$ cat config.mk
export PLATFORM = sky130hd
export DESIGN_NAME = ips_patch_stream_parser_core_flat
export DESIGN_NICKNAME = d
export VERILOG_FILES = /design/src/rtl/ipsp_pkg.sv /design/src/rtl/ipsp_if.sv /design/src/rtl/ips_patch_stream_parser_core.sv /design/src/rtl/ipsp_front.sv /design/src/rtl/ipsp_queue.sv /design/src/rtl/ipsp_back.sv /design/src/flat_wrapper.sv
export SDC_FILE = /design/constraint.sdc
export NUM_CORES = 1
export LEC_CHECK = 0
export ABC_AREA = 1
export BUFFER_PORTS_ARGS = -buffer_cell sky130_fd_sc_hd__buf_2
export CORE_MARGIN = 4
export CORE_UTILIZATION = 50
export DETAILED_ROUTE_END_ITERATION = 6
export GPL_TIMING_DRIVEN = 0
export MAX_ROUTING_LAYER = met4
export PLACE_DENSITY = 0.67
export SKIP_CTS_REPAIR_TIMING = 1
export SYNTH_ARGS = -nofsm -noshare
export SYNTH_HDL_FRONTEND = slang
export SYNTH_SLANG_ARGS = --single-unit
$ cat constraint.sdc
create_clock -name clk -period 9.8 [get_ports clk]
set_input_delay 0.98 -clock clk [delete_from_list [all_inputs] [get_ports clk]]
set_output_delay 0.98 -clock clk [all_outputs]
set_load 0.005 [all_outputs]
$ cat src/rtl/ipsp_pkg.sv
// shared types and constants of the ips patch stream parser
package ipsp_pkg;

    localparam logic [3:0] EV_MAGIC_OK  = 4'd0;
    localparam logic [3:0] EV_REGULAR   = 4'd1;
    localparam logic [3:0] EV_WRITE     = 4'd2;
    localparam logic [3:0] EV_RLE       = 4'd3;
    localparam logic [3:0] EV_EOF       = 4'd4;
    localparam logic [3:0] EV_TRUNCATE  = 4'd5;
    localparam logic [3:0] EV_DONE      = 4'd6;
    localparam logic [3:0] EV_BAD_MAGIC = 4'd7;
    localparam logic [3:0] EV_EARLY_END = 4'd8;
    localparam logic [3:0] EV_TRAILING  = 4'd9;

    localparam int QDEPTH = 4;
    localparam int QAW    = $clog2(QDEPTH);
    localparam int QCW    = $clog2(QDEPTH + 1);

    typedef struct packed {
        logic [3:0]  event_res;
        logic [23:0] offset;
        logic [15:0] index;
        logic [7:0]  data_byte;
        logic [23:0] run_length;
        logic [31:0] hunk_position;
    } token_t;

endpackage

$ cat src/rtl/ipsp_if.sv
// stream channel interfaces for input bytes and result events
interface ipsp_in_if;
    logic       valid;
    logic       ready;
    logic       command;
    logic [7:0] byte_value;

    modport source (output valid, output command, output byte_value, input ready);
    modport sink (input valid, input command, input byte_value, output ready);
endinterface

interface ipsp_out_if;
    logic        valid;
    logic        ready;
    logic [3:0]  event_res;
    logic [24:0] target_address;
    logic [7:0]  data_byte;
    logic [23:0] run_length;
    logic        zero_length;
    logic [31:0] hunk_position;

    modport source (output valid, output event_res, output target_address,
                    output data_byte, output run_length, output zero_length,
                    output hunk_position, input ready);
    modport sink (input valid, input event_res, input target_address,
                  input data_byte, input run_length, input zero_length,
                  input hunk_position, output ready);
endinterface

$ cat src/rtl/ips_patch_stream_parser_core.sv
// top level of the ips patch stream parser
// Takes one patch beat per clock (a byte, or the end-of-stream command) and
// gives at most one event beat for each. The parser front handles each beat
// as it is accepted and is ready whenever the four-entry token queue has room,
// so a continuous stream runs at one beat per cycle while the sink keeps up.
// An event passes from the token queue into the output register, where the write
// address is summed. respect_trunc is taken when the eof marker completes.
// It must be written only while idle; the block itself does not enforce this.
module ips_patch_stream_parser_core (
    input  logic        clk,
    input  logic        rst_n,
    input  logic        cfg_we,
    input  logic        cfg_wdata,
    ipsp_in_if.sink     in_ch,
    ipsp_out_if.source  out_ch
);

    logic              push;
    logic              push_ready;
    logic              pop;
    logic              head_valid;
    ipsp_pkg::token_t  push_token;
    ipsp_pkg::token_t  head_token;

    ipsp_front u_front (
        .clk        (clk),
        .rst_n      (rst_n),
        .cfg_we     (cfg_we),
        .cfg_wdata  (cfg_wdata),
        .in_ch      (in_ch),
        .q_ready    (push_ready),
        .push       (push),
        .push_token (push_token)
    );

    ipsp_queue u_queue (
        .clk        (clk),
        .rst_n      (rst_n),
        .push       (push),
        .push_token (push_token),
        .push_ready (push_ready),
        .pop        (pop),
        .head_valid (head_valid),
        .head_token (head_token)
    );

    ipsp_back u_back (
        .clk        (clk),
        .rst_n      (rst_n),
        .head_valid (head_valid),
        .head_token (head_token),
        .pop        (pop),
        .out_ch     (out_ch)
    );

endmodule

$ cat src/rtl/ipsp_front.sv
// front part: accepts beats, runs the patch parser and pushes event tokens
module ipsp_front (
    input  logic              clk,
    input  logic              rst_n,
    input  logic              cfg_we,
    input  logic              cfg_wdata,
    ipsp_in_if.sink           in_ch,
    input  logic              q_ready,
    output logic              push,
    output ipsp_pkg::token_t  push_token
);

    localparam logic [3:0] PH_MAGIC      = 4'd0;
    localparam logic [3:0] PH_OFFSET     = 4'd1;
    localparam logic [3:0] PH_LENGTH     = 4'd2;
    localparam logic [3:0] PH_RLE_LENGTH = 4'd3;
    localparam logic [3:0] PH_RLE_FILL   = 4'd4;
    localparam logic [3:0] PH_PAYLOAD    = 4'd5;
    localparam logic [3:0] PH_AFTER_EOF  = 4'd6;
    localparam logic [3:0] PH_TRUNC      = 4'd7;
    localparam logic [3:0] PH_TAIL       = 4'd8;
    localparam logic [3:0] PH_FINISHED   = 4'd9;
    localparam logic [3:0] PH_FAILED     = 4'd10;

    localparam logic [23:0] EOF_WORD = 24'h454F46;

    function automatic logic [7:0] magic_byte(input logic [2:0] idx);
        logic [7:0] r;
        case (idx)
            3'd0:    r = 8'h50;
            3'd1:    r = 8'h41;
            3'd2:    r = 8'h54;
            3'd3:    r = 8'h43;
            3'd4:    r = 8'h48;
            default: r = 8'h00;
        endcase
        return r;
    endfunction

    logic        respect_trunc_reg;
    logic [3:0]  phase_reg, phase_next;
    logic [23:0] shift_reg, shift_next;
    logic [2:0]  count_reg, count_next;
    logic [23:0] offset_reg, offset_next;
    logic [15:0] length_reg, length_next;
    logic [15:0] index_reg, index_next;
    logic [31:0] spos_reg, spos_next;
    logic [31:0] rpos_reg, rpos_next;

    logic        accept;
    logic        busy;
    logic [23:0] take_shift;
    logic [2:0]  take_count;
    logic [15:0] index_inc;

    assign in_ch.ready = q_ready;
    assign accept      = in_ch.valid && in_ch.ready;
    assign busy        = (phase_reg != PH_FINISHED) && (phase_reg != PH_FAILED);
    assign take_shift  = {shift_reg[15:0], in_ch.byte_value};
    assign take_count  = count_reg + 3'd1;
    assign index_inc   = index_reg + 16'd1;

    always_comb
    begin
        phase_next  = phase_reg;
        shift_next  = shift_reg;
        count_next  = count_reg;
        offset_next = offset_reg;
        length_next = length_reg;
        index_next  = index_reg;
        spos_next   = spos_reg;
        rpos_next   = rpos_reg;
        push        = 1'b0;
        push_token  = '0;
        if (accept && busy)
        begin
            if (in_ch.command)
            begin
                shift_next = '0;
                count_next = '0;
                push       = 1'b1;
                if ((phase_reg == PH_AFTER_EOF) || (phase_reg == PH_TAIL) ||
                    ((phase_reg == PH_TRUNC) && (count_reg == 3'd0)))
                begin
                    phase_next           = PH_FINISHED;
                    push_token.event_res = ipsp_pkg::EV_DONE;
                end
                else
                begin
                    phase_next           = PH_FAILED;
                    push_token.event_res = ipsp_pkg::EV_EARLY_END;
                end
            end
            else
            begin
                if (spos_reg != 32'hFFFF_FFFF)
                begin
                    spos_next = spos_reg + 32'd1;
                end
                case (phase_reg)
                    PH_MAGIC:
                    begin
                        if (in_ch.byte_value != magic_byte(count_reg))
                        begin
                            shift_next = 24'd1;
                        end
                        count_next = take_count;
                        if (take_count >= 3'd5)
                        begin
                            push       = 1'b1;
                            count_next = '0;
                            shift_next = '0;
                            if ((shift_reg != 24'd0) ||
                                (in_ch.byte_value != magic_byte(count_reg)))
                            begin
                                phase_next           = PH_FAILED;
                                push_token.event_res = ipsp_pkg::EV_BAD_MAGIC;
                            end
                            else
                            begin
                                phase_next           = PH_OFFSET;
                                push_token.event_res = ipsp_pkg::EV_MAGIC_OK;
                            end
                        end
                    end
                    PH_OFFSET:
                    begin
                        if (count_reg == 3'd0)
                        begin
                            rpos_next = spos_reg;
                        end
                        shift_next = take_shift;
                        count_next = take_count;
                        if (take_count >= 3'd3)
                        begin
                            shift_next = '0;
                            count_next = '0;
                            if (take_shift == EOF_WORD)
                            begin
                                phase_next = respect_trunc_reg ? PH_TRUNC : PH_AFTER_EOF;
                                push       = 1'b1;
                                push_token.event_res     = ipsp_pkg::EV_EOF;
                                push_token.hunk_position = rpos_reg;
                            end
                            else
                            begin
                                offset_next = take_shift;
                                phase_next  = PH_LENGTH;
                            end
                        end
                    end
                    PH_LENGTH:
                    begin
                        shift_next = take_shift;
                        count_next = take_count;
                        if (take_count >= 3'd2)
                        begin
                            shift_next  = '0;
                            count_next  = '0;
                            length_next = take_shift[15:0];
                            if (take_shift[15:0] != 16'd0)
                            begin
                                index_next = '0;
                                phase_next = PH_PAYLOAD;
                                push       = 1'b1;
                                push_token.event_res     = ipsp_pkg::EV_REGULAR;
                                push_token.offset        = offset_reg;
                                push_token.run_length    = {8'd0, take_shift[15:0]};
                                push_token.hunk_position = rpos_reg;
                            end
                            else
                            begin
                                phase_next = PH_RLE_LENGTH;
                            end
                        end
                    end
                    PH_RLE_LENGTH:
                    begin
                        shift_next = take_shift;
                        count_next = take_count;
                        if (take_count >= 3'd2)
                        begin
                            shift_next  = '0;
                            count_next  = '0;
                            length_next = take_shift[15:0];
                            phase_next  = PH_RLE_FILL;
                        end
                    end
                    PH_RLE_FILL:
                    begin
                        shift_next = '0;
                        count_next = '0;
                        phase_next = PH_OFFSET;
                        push       = 1'b1;
                        push_token.event_res     = ipsp_pkg::EV_RLE;
                        push_token.offset        = offset_reg;
                        push_token.data_byte     = in_ch.byte_value;
                        push_token.run_length    = {8'd0, length_reg};
                        push_token.hunk_position = rpos_reg;
                    end
                    PH_PAYLOAD:
                    begin
                        index_next = index_inc;
                        if (index_inc >= length_reg)
                        begin
                            phase_next = PH_OFFSET;
                            shift_next = '0;
                            count_next = '0;
                        end
                        push = 1'b1;
                        push_token.event_res  = ipsp_pkg::EV_WRITE;
                        push_token.offset     = offset_reg;
                        push_token.index      = index_reg;
                        push_token.data_byte  = in_ch.byte_value;
                        push_token.run_length = {8'd0, length_reg};
                    end
                    PH_TRUNC:
                    begin
                        shift_next = take_shift;
                        count_next = take_count;
                        if (take_count >= 3'd3)
                        begin
                            shift_next = '0;
                            count_next = '0;
                            phase_next = PH_TAIL;
                            push       = 1'b1;
                            push_token.event_res  = ipsp_pkg::EV_TRUNCATE;
                            push_token.run_length = take_shift;
                        end
                    end
                    PH_TAIL:
                    begin
                        shift_next = '0;
                        count_next = '0;
                        phase_next = PH_AFTER_EOF;
                        push       = 1'b1;
                        push_token.event_res = ipsp_pkg::EV_TRAILING;
                    end
                    default:
                    begin
                        phase_next = phase_reg;
                    end
                endcase
            end
        end
    end

    always_ff @(posedge clk or negedge rst_n)
    begin
        if (!rst_n)
        begin
            respect_trunc_reg <= 1'b0;
            phase_reg         <= PH_MAGIC;
            shift_reg         <= '0;
            count_reg         <= '0;
            offset_reg        <= '0;
            length_reg        <= '0;
            index_reg         <= '0;
            spos_reg          <= '0;
            rpos_reg          <= '0;
        end
        else
        begin
            if (cfg_we)
            begin
                respect_trunc_reg <= cfg_wdata;
            end
            phase_reg  <= phase_next;
            shift_reg  <= shift_next;
            count_reg  <= count_next;
            offset_reg <= offset_next;
            length_reg <= length_next;
            index_reg  <= index_next;
            spos_reg   <= spos_next;
            rpos_reg   <= rpos_next;
        end
    end

`ifndef SYNTHESIS
    a_failed_sticky: assert property (@(posedge clk) disable iff (!rst_n)
        phase_reg == PH_FAILED |=> phase_reg == PH_FAILED)
        else $error("failed phase left before reset");

    a_push_on_accept: assert property (@(posedge clk) disable iff (!rst_n)
        push |-> accept && busy)
        else $error("token pushed without an accepted beat");

    a_magic_count: assert property (@(posedge clk) disable iff (!rst_n)
        phase_reg == PH_MAGIC |-> count_reg < 3'd5)
        else $error("magic byte count out of range");
`endif

endmodule

$ cat src/rtl/ipsp_queue.sv
// short token queue between the parser front and the output back
module ipsp_queue (
    input  logic              clk,
    input  logic              rst_n,
    input  logic              push,
    input  ipsp_pkg::token_t  push_token,
    output logic              push_ready,
    input  logic              pop,
    output logic              head_valid,
    output ipsp_pkg::token_t  head_token
);

    ipsp_pkg::token_t             mem_reg [ipsp_pkg::QDEPTH];
    logic [ipsp_pkg::QAW-1:0]     wptr_reg, rptr_reg;
    logic [ipsp_pkg::QCW-1:0]     count_reg;
    logic                         do_push, do_pop;

    assign push_ready = count_reg < ipsp_pkg::QCW'(ipsp_pkg::QDEPTH);
    assign head_valid = count_reg != '0;
    assign head_token = mem_reg[rptr_reg];
    assign do_push    = push && push_ready;
    assign do_pop     = pop && head_valid;

    always_ff @(posedge clk or negedge rst_n)
    begin
        if (!rst_n)
        begin
            wptr_reg  <= '0;
            rptr_reg  <= '0;
            count_reg <= '0;
        end
        else
        begin
            if (do_push)
            begin
                wptr_reg <= wptr_reg + 1'b1;
            end
            if (do_pop)
            begin
                rptr_reg <= rptr_reg + 1'b1;
            end
            if (do_push && !do_pop)
            begin
                count_reg <= count_reg + 1'b1;
            end
            else if (do_pop && !do_push)
            begin
                count_reg <= count_reg - 1'b1;
            end
        end
    end

    always_ff @(posedge clk)
    begin
        if (do_push)
        begin
            mem_reg[wptr_reg] <= push_token;
        end
    end

endmodule

$ cat src/rtl/ipsp_back.sv
// back part: forms result fields from tokens and holds the output register
module ipsp_back (
    input  logic              clk,
    input  logic              rst_n,
    input  logic              head_valid,
    input  ipsp_pkg::token_t  head_token,
    output logic              pop,
    ipsp_out_if.source        out_ch
);

    logic        valid_reg;
    logic [3:0]  event_reg;
    logic [24:0] addr_reg;
    logic [7:0]  data_reg;
    logic [23:0] len_reg;
    logic        zl_reg;
    logic [31:0] pos_reg;

    assign pop = head_valid && (!valid_reg || out_ch.ready);

    always_ff @(posedge clk or negedge rst_n)
    begin
        if (!rst_n)
        begin
            valid_reg <= 1'b0;
        end
        else if (!valid_reg || out_ch.ready)
        begin
            valid_reg <= head_valid;
        end
    end

    always_ff @(posedge clk)
    begin
        if (pop)
        begin
            event_reg <= head_token.event_res;
            addr_reg  <= {1'b0, head_token.offset} + {9'd0, head_token.index};
            data_reg  <= head_token.data_byte;
            len_reg   <= head_token.run_length;
            zl_reg    <= (head_token.event_res == ipsp_pkg::EV_RLE) &&
                         (head_token.run_length == 24'd0);
            pos_reg   <= head_token.hunk_position;
        end
    end

    assign out_ch.valid          = valid_reg;
    assign out_ch.event_res      = event_reg;
    assign out_ch.target_address = addr_reg;
    assign out_ch.data_byte      = data_reg;
    assign out_ch.run_length     = len_reg;
    assign out_ch.zero_length    = zl_reg;
    assign out_ch.hunk_position  = pos_reg;

endmodule

$ cat src/flat_wrapper.sv
// flat-port wrapper written by rule: the top's interface ports become plain ports
module ips_patch_stream_parser_core_flat 
  (clk, rst_n, cfg_we, cfg_wdata, in_ch_valid, in_ch_command, in_ch_byte_value, in_ch_ready, out_ch_valid, out_ch_event_res, out_ch_target_address, out_ch_data_byte, out_ch_run_length, out_ch_zero_length, out_ch_hunk_position, out_ch_ready);
  ipsp_in_if in_ch_i ();
  ipsp_out_if out_ch_i ();
  input  logic clk;
  input  logic rst_n;
  input  logic cfg_we;
  input  logic cfg_wdata;
  input wire logic [$bits(in_ch_i.valid)-1:0] in_ch_valid;
  input wire logic [$bits(in_ch_i.command)-1:0] in_ch_command;
  input wire logic [$bits(in_ch_i.byte_value)-1:0] in_ch_byte_value;
  output wire logic [$bits(in_ch_i.ready)-1:0] in_ch_ready;
  output wire logic [$bits(out_ch_i.valid)-1:0] out_ch_valid;
  output wire logic [$bits(out_ch_i.event_res)-1:0] out_ch_event_res;
  output wire logic [$bits(out_ch_i.target_address)-1:0] out_ch_target_address;
  output wire logic [$bits(out_ch_i.data_byte)-1:0] out_ch_data_byte;
  output wire logic [$bits(out_ch_i.run_length)-1:0] out_ch_run_length;
  output wire logic [$bits(out_ch_i.zero_length)-1:0] out_ch_zero_length;
  output wire logic [$bits(out_ch_i.hunk_position)-1:0] out_ch_hunk_position;
  input wire logic [$bits(out_ch_i.ready)-1:0] out_ch_ready;
  assign in_ch_i.valid = in_ch_valid;
  assign in_ch_i.command = in_ch_command;
  assign in_ch_i.byte_value = in_ch_byte_value;
  assign in_ch_ready = in_ch_i.ready;
  assign out_ch_valid = out_ch_i.valid;
  assign out_ch_event_res = out_ch_i.event_res;
  assign out_ch_target_address = out_ch_i.target_address;
  assign out_ch_data_byte = out_ch_i.data_byte;
  assign out_ch_run_length = out_ch_i.run_length;
  assign out_ch_zero_length = out_ch_i.zero_length;
  assign out_ch_hunk_position = out_ch_i.hunk_position;
  assign out_ch_i.ready = out_ch_ready;
  ips_patch_stream_parser_core u_core (.clk(clk), .rst_n(rst_n), .cfg_we(cfg_we), .cfg_wdata(cfg_wdata), .in_ch(in_ch_i), .out_ch(out_ch_i));
endmodule
==> results by group <==
Status
  – Outcome: finished clean

Drt
  – Wirelength per Cell: about 21 µm
  – Via density: 5.61
  – Final ANT Viol Nets: 0
  – Final wirelength: ~78 mm
  – Via count: 20800
  – First-pass DRT Iterations: 5
  – Initial drt markers: 2126
  – DRC violations left: 0

Logic synthesis
  – Sequential-to-total area share from yosys stat: 0.673
  – Post-synthesis register bit count: 686
  – Yosys warnings: 0
  – Post-synth EDFFs: 526
  – Syn avg cell area: 11.0 µm²
  – Synth top area share: 0.537
  – Synth area leader: edfxtp_1
  – Synth Flop Type: edfxtp_1
  – Synth cell types: between 50 and 60
  – Post-Synthesis Cells: 2682
  – Synthesized Nets: between 2000 and 3000
  – Post-Syn Area: 0.0294 mm²
  – Async set-reset flop share out of synthesis: 0.233
  – Synth area leaders: edfxtp_1 54%, dfrtp_1 14%, nand2_1 5.8%

GRT
  – Largest net degree at the start of global routing: 82
  – Global-route wire length before repair: between 100 and 150 mm
  – Initial antenna violation count: 3
  – Vias in the first global route: 20400
  – GRT Overall Usage: 0.249
  – GR Overflow Total: 0

Timing
  – Hold Fails Final Rpt: 0
  – FMAX: 181 MHz
  – Rel. slew slack: 0.116
  – Max-slew violations: 0
  – WHS: 363 ps
  – RSZ-0062 raised after global routing: no
  – Final period util: 0.562
  – Worst-Margin Slew: 1330 ps
  – Clock Skew: 26.0 ps
  – Final setup viols: 0
  – Final Critical Period: 5510 ps

Floorplanning
  – Core box area: 0.0580 mm²
  – I/O Pins: 111
  – DIE HEIGHT: between 200 and 300 µm
  – Die area: 0.0628 mm²
  – Die X: between 200 and 300 µm
  – Rows: between 80 and 90
  – Initial Util: 0.507

Setup path
  – Worst-path fanout max: 10
  – Startpoint types: flop
  – CP Capture Type: flop
  – Internal reg-to-reg setup slack: 4290 ps
  – Critical path type: reg2reg
  – Worst Path Arrival: between 5000 and 6000 ps
  – Worst Path Required: 10160 ps

Clock tree
  – Max clock buf depth: 3
  – Clock sinks: 686
  – CTS Buf Count: 73
  – Root Driver: clkbuf_16
  – H-tree depth: 3
  – Clk_lat worst skew: between 600 and 700 ps
  – TritonCTS clock tree: done
  – CTS clk-pin slew, worst paths: around 60 ps

Power and ir drop
  – Max VDD drop: 0.171 mV
  – Design Power: 0.0104 W
  – P_leak: 13.4 nW
  – PwrDens: around 300 mW/mm²

Placed design
  – Port bufs: 110
  – GPL Wtd Cong: approximately 0.95
  – HPWL after detailed placement: 53.2 mm
  – Placed inst area: 0.0314 mm²

Worst hold path
  – Hold WC Path Type: in2async

Cells and area
  – Area Overhead vs Synth: 14.8%
  – # fillers: roughly 4800
  – Storage cell area: 0.0198 mm²
  – Share of layout cells above drive strength 1: 0.103
  – Number of flip-flops in the largest register: 432
  – Final core occ: 0.582
  – Multi-input gate area: roughly 0.0082 mm²
  – Fin area: 0.0338 mm²
  – Fin nets: between 2000 and 3000

Job
  – MaxCap Viol Count: 0
final cells by class:
cell class / instances / share of cell area
Timing Repair Buffer: 129 / 0.0290
Sequential cell: 686 / 0.586
Clock inverter: 37 / 0.0103
Inverter: 259 / 0.0289
Buffer: 124 / 0.0153
Multi-Input combinational cell: 1613 / 0.242
Antenna cell: 2 / 0.000148
Clock buffer: 98 / 0.0603
Tap cell: 765 / 0.0283
worst max-delay path: stages, from the launching register on:
cell	delay, ps
dfrtp_1	490
inv_1	160
buf_2	240
buf_2	310
buf_1	810
clkbuf_1	440
o21ai_0	210
o22ai_1	210
ha_1	260
inv_1	70
fa_1	400
o21ai_0	360
a21boi_0	350
o21ai_0	420
nand3_1	120
nand2_1	160
nand2_1	100
nand2_1	70
nand2_1	40
worst paths after layout:
kind,from,to,cells after the start
min,rst_n,u_core.u_front.rpos_reg[13],1
max,u_core.u_queue.rptr_reg[1],u_core.u_back.out_ch.target_address[20],18
min in group clk,u_core.u_front.shift_reg[18],u_core.u_front.shift_reg[18],2
min reg2reg,u_core.u_front.shift_reg[18],u_core.u_front.shift_reg[18],2
max in group asynchronous,rst_n,u_core.u_front.index_reg[12],2
max reg2reg,u_core.u_queue.rptr_reg[1],u_core.u_back.out_ch.target_address[20],18
power breakdown:
group	total (W)	switching (W)	internal, W
combinational	0.00363	0.00251	0.00112
sequential	0.00407	0.000215	0.00386
clock	0.00275	0.00112	0.00162
cell usage after synthesis (all sizes together), types with 2 or more instances:
| cell | count |
|---|---|
| a21oi | 59 |
| a22oi | 16 |
| a31oi | 4 |
| a32o | 10 |
| a32oi | 4 |
| buf | 39 |
| clkbuf | 85 |
| dfrtp | 160 |
| edfxtp | 526 |
| fa | 2 |
| ha | 44 |
| inv | 258 |
| mux2 | 2 |
| nand2 | 455 |
| nand3 | 122 |
| nand3b | 6 |
| nand4 | 54 |
| nor2 | 317 |
| nor3 | 67 |
| nor4 | 2 |
| o21ai | 293 |
| o22ai | 79 |
| or2 | 5 |
| xnor2 | 6 |
| xor2 | 55 |
cell usage in the layout, fill, tap and decap left out, drive strengths merged, types with 3 or more instances in the layout:
cell	n
a21oi	59
xor2	55
edfxtp	526
a32oi	4
nand2	455
clkinv	25
clkbuf	183
nor3	67
buf	168
o21ai	293
dfrtp	160
o22ai	79
nand3	122
nand3b	6
nand4	54
or2	5
inv	262
a31oi	4
ha	44
bufinv	6
clkinvlp	3
nor2	317
xnor2	6
a22oi	16
a32o	10
logic make-up (layout without fill, tap and decap cells):
logic type               Yosys count  in the layout  share of synthesized area
XOR/XNOR                          61             61                     0.0182
other                              0              2                          0
AND/OR/NAND/NOR                 1031           1031                      0.148
buffers and inverters            383            647                     0.0507
adder cells (fa/ha/maj)           46             46                     0.0201
multiplexers                       2              2                   0.000766
AO/OA/AOI/OAI                    473            473                     0.0894
flip-flops                       686            686                      0.673
per-stage QoR:
| step | setup slack (ps) | setup TNS (ps) | cells |
|---|---|---|---|
| after global routing | 3940 | 0 | 3713 |
| after global placement | -2210 | -831100 | 3557 |
| final | 4290 | 0 | 3713 |
| after CTS | 4330 | 0 | 3711 |
| after detailed placement | 4360 | 0 | 3576 |
| after floorplan | 2750 | 0 | 2682 |
metal layers:
layer	vias up	routed length [µm]	part of all wire	GRT usage
li1	9703	-	-	-
met1	10200	32200	0.41	0.326
met2	782	38300	0.49	0.408
met3	114	5140	0.066	0.0395
met4	0	1900	0.025	0.0702
met5	-	0	0	-
Power figures use the tool's default switching activity.
